**src/hdl/ssfd_pkg.sv**
```systemverilog
// Shared types, codes and constants of the serial status frame deframer.
package ssfd_pkg;

  // Frame store geometry.
  localparam int STORE_DEPTH = 20;
  localparam int STORE_IDX_W = $clog2(STORE_DEPTH);

  // Frame marks and commands.
  localparam logic [7:0] HEAD_FRAME  = 8'h5A;
  localparam logic [7:0] CMD_CELL    = 8'h05;
  localparam logic [7:0] CMD_DOCK    = 8'h06;
  localparam logic [7:0] DOCK_MARK_A = 8'hAA;
  localparam logic [7:0] DOCK_MARK_B = 8'hBB;
  localparam logic [7:0] HEAD_STATUS = 8'hAB;
  localparam logic [7:0] TAIL_STATUS = 8'hBA;
  localparam logic [7:0] CODE_NONE   = 8'hFF;
  localparam logic [7:0] CODE_START  = 8'h01;
  localparam logic [7:0] CODE_DONE   = 8'h02;

  // Length bytes as carried in the frame, and the store index of the sum byte.
  localparam logic [7:0] LEN_CELL = 8'd20;
  localparam logic [7:0] LEN_DOCK = 8'd11;
  localparam logic [STORE_IDX_W-1:0] CELL_LAST_IDX = STORE_IDX_W'(19);
  localparam logic [STORE_IDX_W-1:0] DOCK_LAST_IDX = STORE_IDX_W'(10);

  // Result kinds.
  localparam logic [1:0] KIND_TICK = 2'd0;
  localparam logic [1:0] KIND_CELL = 2'd1;
  localparam logic [1:0] KIND_DOCK = 2'd2;

  // Climber report codes.
  localparam logic [1:0] REPORT_IDLE = 2'd0;
  localparam logic [1:0] REPORT_RUN  = 2'd1;
  localparam logic [1:0] REPORT_DONE = 2'd2;

  // One accepted input item.
  typedef struct packed {
    logic       func;
    logic [7:0] rx_byte;
  } in_item_t;

  // One result item.
  typedef struct packed {
    logic [1:0]  kind;
    logic [47:0] cells_first;
    logic [47:0] cells_second;
    logic [31:0] frame_id;
    logic [7:0]  dock_code;
    logic [1:0]  climber_report;
  } result_t;

  // True for a byte that can open a frame.
  function automatic logic is_head(input logic [7:0] b);
    return (b == HEAD_FRAME) || (b == HEAD_STATUS);
  endfunction

endpackage

```
**src/hdl/serial_status_frame_deframer.sv**
```systemverilog
// Top level of the serial status frame deframer: input and result registers.
// The block takes one item per cycle, a received byte or a report tick, and
// gives its result as follows: the item is held in an input register,
// decoded in one pass against a 20-byte frame store, and the result
// lands in an output register. A stalled result holds the input register, so
// accepts continue at one per cycle while out_tready is high. Ticks always give
// a result; bytes give one only when they complete a cell or docking frame
// whose sum and marks check out. There is no clearing pass after reset.
module serial_status_frame_deframer (
  input  logic         clk,
  input  logic         rst_n,
  input  logic         in_tvalid,
  output logic         in_tready,
  input  logic [7:0]   in_tdata,   // [7:0] rx_byte
  input  logic [0:0]   in_tuser,   // [0] func
  output logic         out_tvalid,
  input  logic         out_tready,
  // [47:0] cells_first, [95:48] cells_second, [127:96] frame_id,
  // [135:128] dock_code, [137:136] climber_report, [143:138] zero
  output logic [143:0] out_tdata,
  output logic [1:0]   out_tuser   // [1:0] kind
);
  import ssfd_pkg::*;

  logic     in_valid_r;
  in_item_t in_item_r;
  logic     out_valid_r;
  result_t  out_res_r;
  logic     advance;
  logic     step_en;
  logic     res_valid;
  result_t  res;

  // The input register moves on whenever the result register can take a slot.
  assign advance   = !out_valid_r || out_tready;
  assign in_tready = !in_valid_r || advance;
  assign step_en   = in_valid_r && advance;

  // Input register.
  always_ff @(posedge clk) begin
    if (!rst_n) begin
      in_valid_r <= 1'b0;
    end else if (in_tready) begin
      in_valid_r <= in_tvalid;
    end
  end

  always_ff @(posedge clk) begin
    if (in_tvalid && in_tready) begin
      in_item_r.func    <= in_tuser[0];
      in_item_r.rx_byte <= in_tdata;
    end
  end

  ssfd_frame_engine u_engine (
    .clk       (clk),
    .rst_n     (rst_n),
    .step_en   (step_en),
    .step_item (in_item_r),
    .res_valid (res_valid),
    .res       (res)
  );

  // Result register.
  always_ff @(posedge clk) begin
    if (!rst_n) begin
      out_valid_r <= 1'b0;
    end else if (advance) begin
      out_valid_r <= step_en && res_valid;
    end
  end

  always_ff @(posedge clk) begin
    if (advance && step_en && res_valid) begin
      out_res_r <= res;
    end
  end

  assign out_tvalid = out_valid_r;
  assign out_tuser  = out_res_r.kind;
  assign out_tdata  = {6'd0, out_res_r.climber_report, out_res_r.dock_code,
                       out_res_r.frame_id, out_res_r.cells_second,
                       out_res_r.cells_first};

endmodule

```
**src/hdl/ssfd_frame_engine.sv**
```systemverilog
// Frame store, climber state and the single-pass frame decode for one item.
module ssfd_frame_engine (
  input  logic              clk,
  input  logic              rst_n,
  input  logic              step_en,
  input  ssfd_pkg::in_item_t step_item,
  output logic              res_valid,
  output ssfd_pkg::result_t res
);
  import ssfd_pkg::*;

  logic [7:0]             store_r   [STORE_DEPTH];
  logic [7:0]             store_nxt [STORE_DEPTH];
  logic [STORE_IDX_W-1:0] fill_r, fill_nxt;
  logic [7:0]             sum_r, sum_nxt;
  logic [7:0]             last_code_r, last_code_nxt;
  logic                   active_r, active_nxt;
  logic                   pending_r, pending_nxt;
  logic [7:0]             b;
  logic [7:0]             x;

  assign b = step_item.rx_byte;
  assign x = store_r[1];

  // Decode of one item. Between items the store is empty or holds a frame
  // head that waits for more bytes, so re-examination after a dropped head
  // only ever covers the two bytes behind it.
  always_comb begin
    store_nxt     = store_r;
    fill_nxt      = fill_r;
    sum_nxt       = sum_r;
    last_code_nxt = last_code_r;
    active_nxt    = active_r;
    pending_nxt   = pending_r;
    res_valid     = 1'b0;
    res           = '0;
    if (step_en) begin
      if (step_item.func) begin
        // Report tick.
        res_valid = 1'b1;
        res.kind  = KIND_TICK;
        if (pending_r) begin
          res.climber_report = REPORT_DONE;
          pending_nxt        = 1'b0;
          active_nxt         = 1'b0;
        end else if (active_r) begin
          res.climber_report = REPORT_RUN;
        end else begin
          res.climber_report = REPORT_IDLE;
        end
      end else if (fill_r == '0) begin
        // Empty store: keep only a frame head.
        if (is_head(b)) begin
          store_nxt[0] = b;
          fill_nxt     = STORE_IDX_W'(1);
          sum_nxt      = b;
        end
      end else if (fill_r == STORE_IDX_W'(1)) begin
        store_nxt[1] = b;
        fill_nxt     = STORE_IDX_W'(2);
        sum_nxt      = sum_r + b;
      end else if (fill_r == STORE_IDX_W'(2)) begin
        // Third byte decides the header.
        if ((store_r[0] == HEAD_FRAME) &&
            (((b == CMD_CELL) && (x == LEN_CELL)) ||
             ((b == CMD_DOCK) && (x == LEN_DOCK)))) begin
          store_nxt[2] = b;
          fill_nxt     = STORE_IDX_W'(3);
          sum_nxt      = sum_r + b;
        end else if ((store_r[0] == HEAD_STATUS) && (b == TAIL_STATUS)) begin
          // Status frame: act only on a new code.
          fill_nxt = '0;
          sum_nxt  = '0;
          if (x != last_code_r) begin
            last_code_nxt = x;
            if (x == CODE_START) begin
              active_nxt  = 1'b1;
              pending_nxt = 1'b0;
            end else if (x == CODE_DONE) begin
              pending_nxt = 1'b1;
            end
          end
        end else if (is_head(x)) begin
          // Head dropped; the next byte opens a frame.
          store_nxt[0] = x;
          store_nxt[1] = b;
          fill_nxt     = STORE_IDX_W'(2);
          sum_nxt      = x + b;
        end else if (is_head(b)) begin
          store_nxt[0] = b;
          fill_nxt     = STORE_IDX_W'(1);
          sum_nxt      = b;
        end else begin
          fill_nxt = '0;
          sum_nxt  = '0;
        end
      end else if (store_r[2] == CMD_CELL) begin
        // Cell frame body; the last byte is the sum of all before it.
        if (fill_r == CELL_LAST_IDX) begin
          fill_nxt = '0;
          sum_nxt  = '0;
          if (sum_r == b) begin
            res_valid        = 1'b1;
            res.kind         = KIND_CELL;
            res.frame_id     = {store_r[6], store_r[5], store_r[4], store_r[3]};
            res.cells_first  = {store_r[12], store_r[11], store_r[10],
                                store_r[9], store_r[8], store_r[7]};
            res.cells_second = {store_r[18], store_r[17], store_r[16],
                                store_r[15], store_r[14], store_r[13]};
          end
        end else begin
          store_nxt[fill_r] = b;
          fill_nxt          = fill_r + STORE_IDX_W'(1);
          sum_nxt           = sum_r + b;
        end
      end else begin
        // Docking frame body.
        if (fill_r == DOCK_LAST_IDX) begin
          fill_nxt = '0;
          sum_nxt  = '0;
          if ((sum_r == b) && (store_r[7] == DOCK_MARK_A) &&
              (store_r[9] == DOCK_MARK_B)) begin
            res_valid     = 1'b1;
            res.kind      = KIND_DOCK;
            res.frame_id  = {store_r[6], store_r[5], store_r[4], store_r[3]};
            res.dock_code = store_r[8];
          end
        end else begin
          store_nxt[fill_r] = b;
          fill_nxt          = fill_r + STORE_IDX_W'(1);
          sum_nxt           = sum_r + b;
        end
      end
    end
  end

  // Control state.
  always_ff @(posedge clk) begin
    if (!rst_n) begin
      fill_r      <= '0;
      sum_r       <= '0;
      last_code_r <= CODE_NONE;
      active_r    <= 1'b0;
      pending_r   <= 1'b0;
    end else begin
      fill_r      <= fill_nxt;
      sum_r       <= sum_nxt;
      last_code_r <= last_code_nxt;
      active_r    <= active_nxt;
      pending_r   <= pending_nxt;
    end
  end

  // Frame store contents; entries at or beyond the fill count are never read.
  always_ff @(posedge clk) begin
    store_r <= store_nxt;
  end

endmodule

```
**config.mk**
```make
export PLATFORM = sky130hd
export DESIGN_NAME = serial_status_frame_deframer
export DESIGN_NICKNAME = d
export VERILOG_FILES = /design/src/hdl/ssfd_pkg.sv /design/src/hdl/serial_status_frame_deframer.sv /design/src/hdl/ssfd_frame_engine.sv
export SDC_FILE = /design/constraint.sdc
export NUM_CORES = 1
export LEC_CHECK = 0
export BUFFER_PORTS_ARGS = -buffer_cell sky130_fd_sc_hd__buf_2
export CORE_ASPECT_RATIO = 0.6
export CORE_MARGIN = 2
export CORE_UTILIZATION = 58
export CTS_CLUSTER_SIZE = 8
export DETAILED_ROUTE_END_ITERATION = 8
export GPL_TIMING_DRIVEN = 1
export MAX_ROUTING_LAYER = met4
export PLACE_DENSITY = 0.86
export SLEW_MARGIN = 20
export SYNTH_ARGS = -nofsm -noshare
export SYNTH_HDL_FRONTEND = slang
export SYNTH_HIERARCHICAL = 1
export SYNTH_SLANG_ARGS = --single-unit
export TNS_END_PERCENT = 1
```
**constraint.sdc**
```tcl
create_clock -name clk -period 11.4 [get_ports clk]
set_clock_uncertainty 0.05 [all_clocks]
set_input_delay 1.14 -clock clk [delete_from_list [all_inputs] [get_ports clk]]
set_output_delay 1.14 -clock clk [all_outputs]
set_load 0.05 [all_outputs]
```
==> flow_metrics.py <==
metrics = {
    "run_status": {
        "status": "finished clean",
    },
    "pwr": {
        "power.density_nw_per_um2": 171,
        "power_w": 0.00262,
        "ir_drop_uv": 111,
        "power_leakage_nw": 5.07,
    },
    "yosys": {
        "synthAdderAreaFrac_pct": 2.05,
        "yosys.area_share.simple_pct": 15.7,
        "yosysTopAreaCellShare_pct": 69.7,
        "synth_top_family_by_area": "simple AND/OR/NAND/NOR gates",
        "synth.yosys.seq_area_share_pct": 73.6,
        "synthMuxAreaShare_pct": 0.859,
        "synth_edf_count": 301,
        "syn_area_per_cell_sq_um": 15.2,
        "synth-seq-cells": 326,
        "ys_warn_count": 6,
        "synthArstFlopShare_pct": 0,
        "synthTopCellsByArea": "edfxtp_1 70%, and2_1 7.2%, dfxtp_1 3.9%, ha_1 1.7%, nor2_1 1.3%",
        "yosysMostFrequentCell": "edfxtp_1",
        "synth-xor-area-share_pct": 1.08,
        "synth_top_cell_by_area": "edfxtp_1",
        "synth_ff_type": "edfxtp_1",
        "syn_inst": 853,
        "syn_area_sq_um": 13000,
        "ys_types": 74,
        "synth_commonest_cells": "301 x edfxtp_1, 149 x and2_1, 44 x nor2_1, 38 x nand2_1, 25 x dfxtp_1",
        "synth_compound_gate_area_share_pct": 5.06,
    },
    "run": {
        "maxCapViolations": 0,
    },
    "setup_path": {
        "worst-setup-path-type": "reg -> reg",
        "worst-endpoint-arrival_ns": 4.37,
        "required_ns": 11.50,
        "end_kind": "flop",
        "worstPathMaxFanout": 92,
        "start_kind": "flop",
    },
    "drt": {
        "ant_nets": 0,
        "dr.pass1.iters": 6,
        "viasPerCell": 5.88,
        "vias": 7925,
        "wirelength_um": 28200,
        "routedWlPerCell_um": 20.9,
        "drc_errors": 0,
        "drtIter0Drc": 1108,
    },
    "timing": {
        "setup_tns_ns": 0,
        "setup_violations": 0,
        "hold_viol": 0,
        "final-max-slew-violation-count": 0,
        "worst_slew_pin_slew_ns": 1.19,
        "finalCritPeriodShare_pct": 37.5,
        "rsz0062_at_grt": "false",
        "relSlewSlack_pct": 18.5,
        "fmax_ghz": 0.234,
        "fin_crit_ns": 4.27,
        "worst_slack_ns": 7.13,
    },
    "worst_hold_path": {
        "hp-class": "reg -> reg",
    },
    "clock_network": {
        "clockBufferDepth": 3,
        "h-tree-depth": 2,
        "postCtsHoldBufs": 0,
        "post_cts_buffers": 0,
        "cts.sinks": 326,
        "root_buffer": "clkbuf_16",
        "cts_resized": 0,
        "clock_latency_ns": 0.54,
        "tritoncts": "done",
        "clk_pin_slew_ns": 0.05,
        "cts_buffers": 46,
    },
    "global_routing": {
        "grtUsageTotal_pct": 25.2,
        "grt-ovfl-total": 0,
        "grt_pass1_wl_um": 43500,
        "grt_pass1_vias": 7467,
        "antenna_found_initial": 1,
        "grt_max_degree": 98,
    },
    "placement": {
        "place.gp.congestion": 0.925,
        "place_ws_ns": 6.93,
        "dp_hpwl_um": 17700,
        "portBuffers": 154,
        "placed_cell_area_sq_um": 14000,
    },
    "die": {
        "core_sq_um": 22000,
        "initial_core_util_pct": 59.0,
        "fp.dieW_um": 197,
        "chipHeight_um": 120,
        "dieArea_sq_um": 23600,
        "num_io_pins": 161,
        "num_rows": 42,
    },
    "layout": {
        "seq_area_sq_um": 9540,
        "nets": 1067,
        "fin_area_sq_um": 15300,
        "num-fill-cells": 1413,
        "drive_gt1_share_pct": 22.5,
        "syn_to_final_growth_pct": 18.2,
        "multi_input_comb_area_sq_um": 3240,
    },
}
-- critical path: stages, from the launching register on --
cell and delay (ns):
edfxtp_1 1.02, ha_1 0.43, nor4_1 0.34, nand3_1 0.15
nor2_1 0.23, o21a_1 0.14, nand2_1 0.10, nor2_4 0.09
buf_4 0.51, buf_6 0.68
-- layout make-up --
class | instances | share of cell area, %
Tap cell | 286 | 2.34
Antenna cell | 1 | 0.0163
Inverter | 11 | 0.269
Clock buffer | 72 | 8.21
Multi-Input combinational cell | 486 | 21.2
Timing Repair Buffer | 163 | 5.50
Sequential cell | 326 | 62.3
Clock inverter | 2 | 0.253
-- per-stage QoR --
| stage | instances | util (%) | hold WS [ns] |
|---|---|---|---|
| final | 1347 | 69.8 | 0.449 |
| after global routing | 1347 | 69.8 | 0.470 |
| after CTS | 1346 | 69.7 | 0.450 |
| after detailed placement | 1272 | 63.8 | 0.438 |
| after global placement | 1272 | 63.8 | 0.428 |
| after floorplan | 858 | - | 0.413 |
-- cell usage in the layout (no fill, tap or decap), types with 4 or more instances in the layout --
master	instances
edfxtp_1	301
buf_2	154
and2_1	149
clkbuf_16	46
nor2_1	43
nand2_1	38
clkbuf_1	25
dfxtp_1	25
o21ai_0	21
a21oi_1	20
ha_1	18
and3_1	16
xor2_1	12
inv_1	11
o21a_1	11
nand3_1	10
mux2i_1	10
buf_4	8
nor3_1	8
nor2b_1	8
nand4_1	7
conb_1	6
nor4bb_1	6
a31oi_1	6
nor4_1	5
nand2b_1	5
xnor2_1	4
or3_1	4
nor3b_1	4
o211ai_1	4
-- sequential cells by signal (all words and copies together), names as in the netlist --
signal,cells
u_engine/fill_r,5
u_engine/last_code_r,8
u_engine/sum_r,8
u_engine/active_r,1
u_engine/x,8
in_valid_r,1
out_tdata,138
u_engine/pending_r,1
in_item_r,9
out_tuser,2
u_engine/store_r,144
out_tvalid,1
-- final timing paths --
path         slack, ns                 endpoint  depth (start not counted)               startpoint
min               0.45  u_engine/last_code_r[5]                          2  u_engine/last_code_r[5]
max               7.13           out_tdata[132]                          9             in_item_r[5]
max reg2reg       7.13           out_tdata[132]                          9             in_item_r[5]
min reg2reg       0.45  u_engine/last_code_r[5]                          2  u_engine/last_code_r[5]
-- per-layer routing --
layer | share of wire [%] | wire [um] | GRT usage [%] | vias up
met5 | 0 | 0 | - | -
met4 | 1.4 | 386 | 6.39 | 0
li1 | - | - | - | 3532
met1 | 44 | 12500 | 39.1 | 3826
met3 | 12 | 3510 | 6.66 | 44
met2 | 42 | 11800 | 33.0 | 523
-- power by group --
part	switching (W)	leakage, nW	total (W)	internal (W)
Clock	0.000469	0.620	0.00122	0.000749
Sequential	0.0000118	2.66	0.00132	0.00131
Combinational	0.0000607	1.79	0.0000770	0.0000163
Total	0.000541	5.07	0.00262	0.00208
-- cells by family after synthesis --
family                     Yosys count
DFF                                326
xor gates and xnor gates            16
muxes                               11
adders and majority gates           20
other                                1
and+or+nand+nor                    338
buffers and inverters               46
AOI/OAI and AO/OA                   95
(Power assumes the default switching activity.)
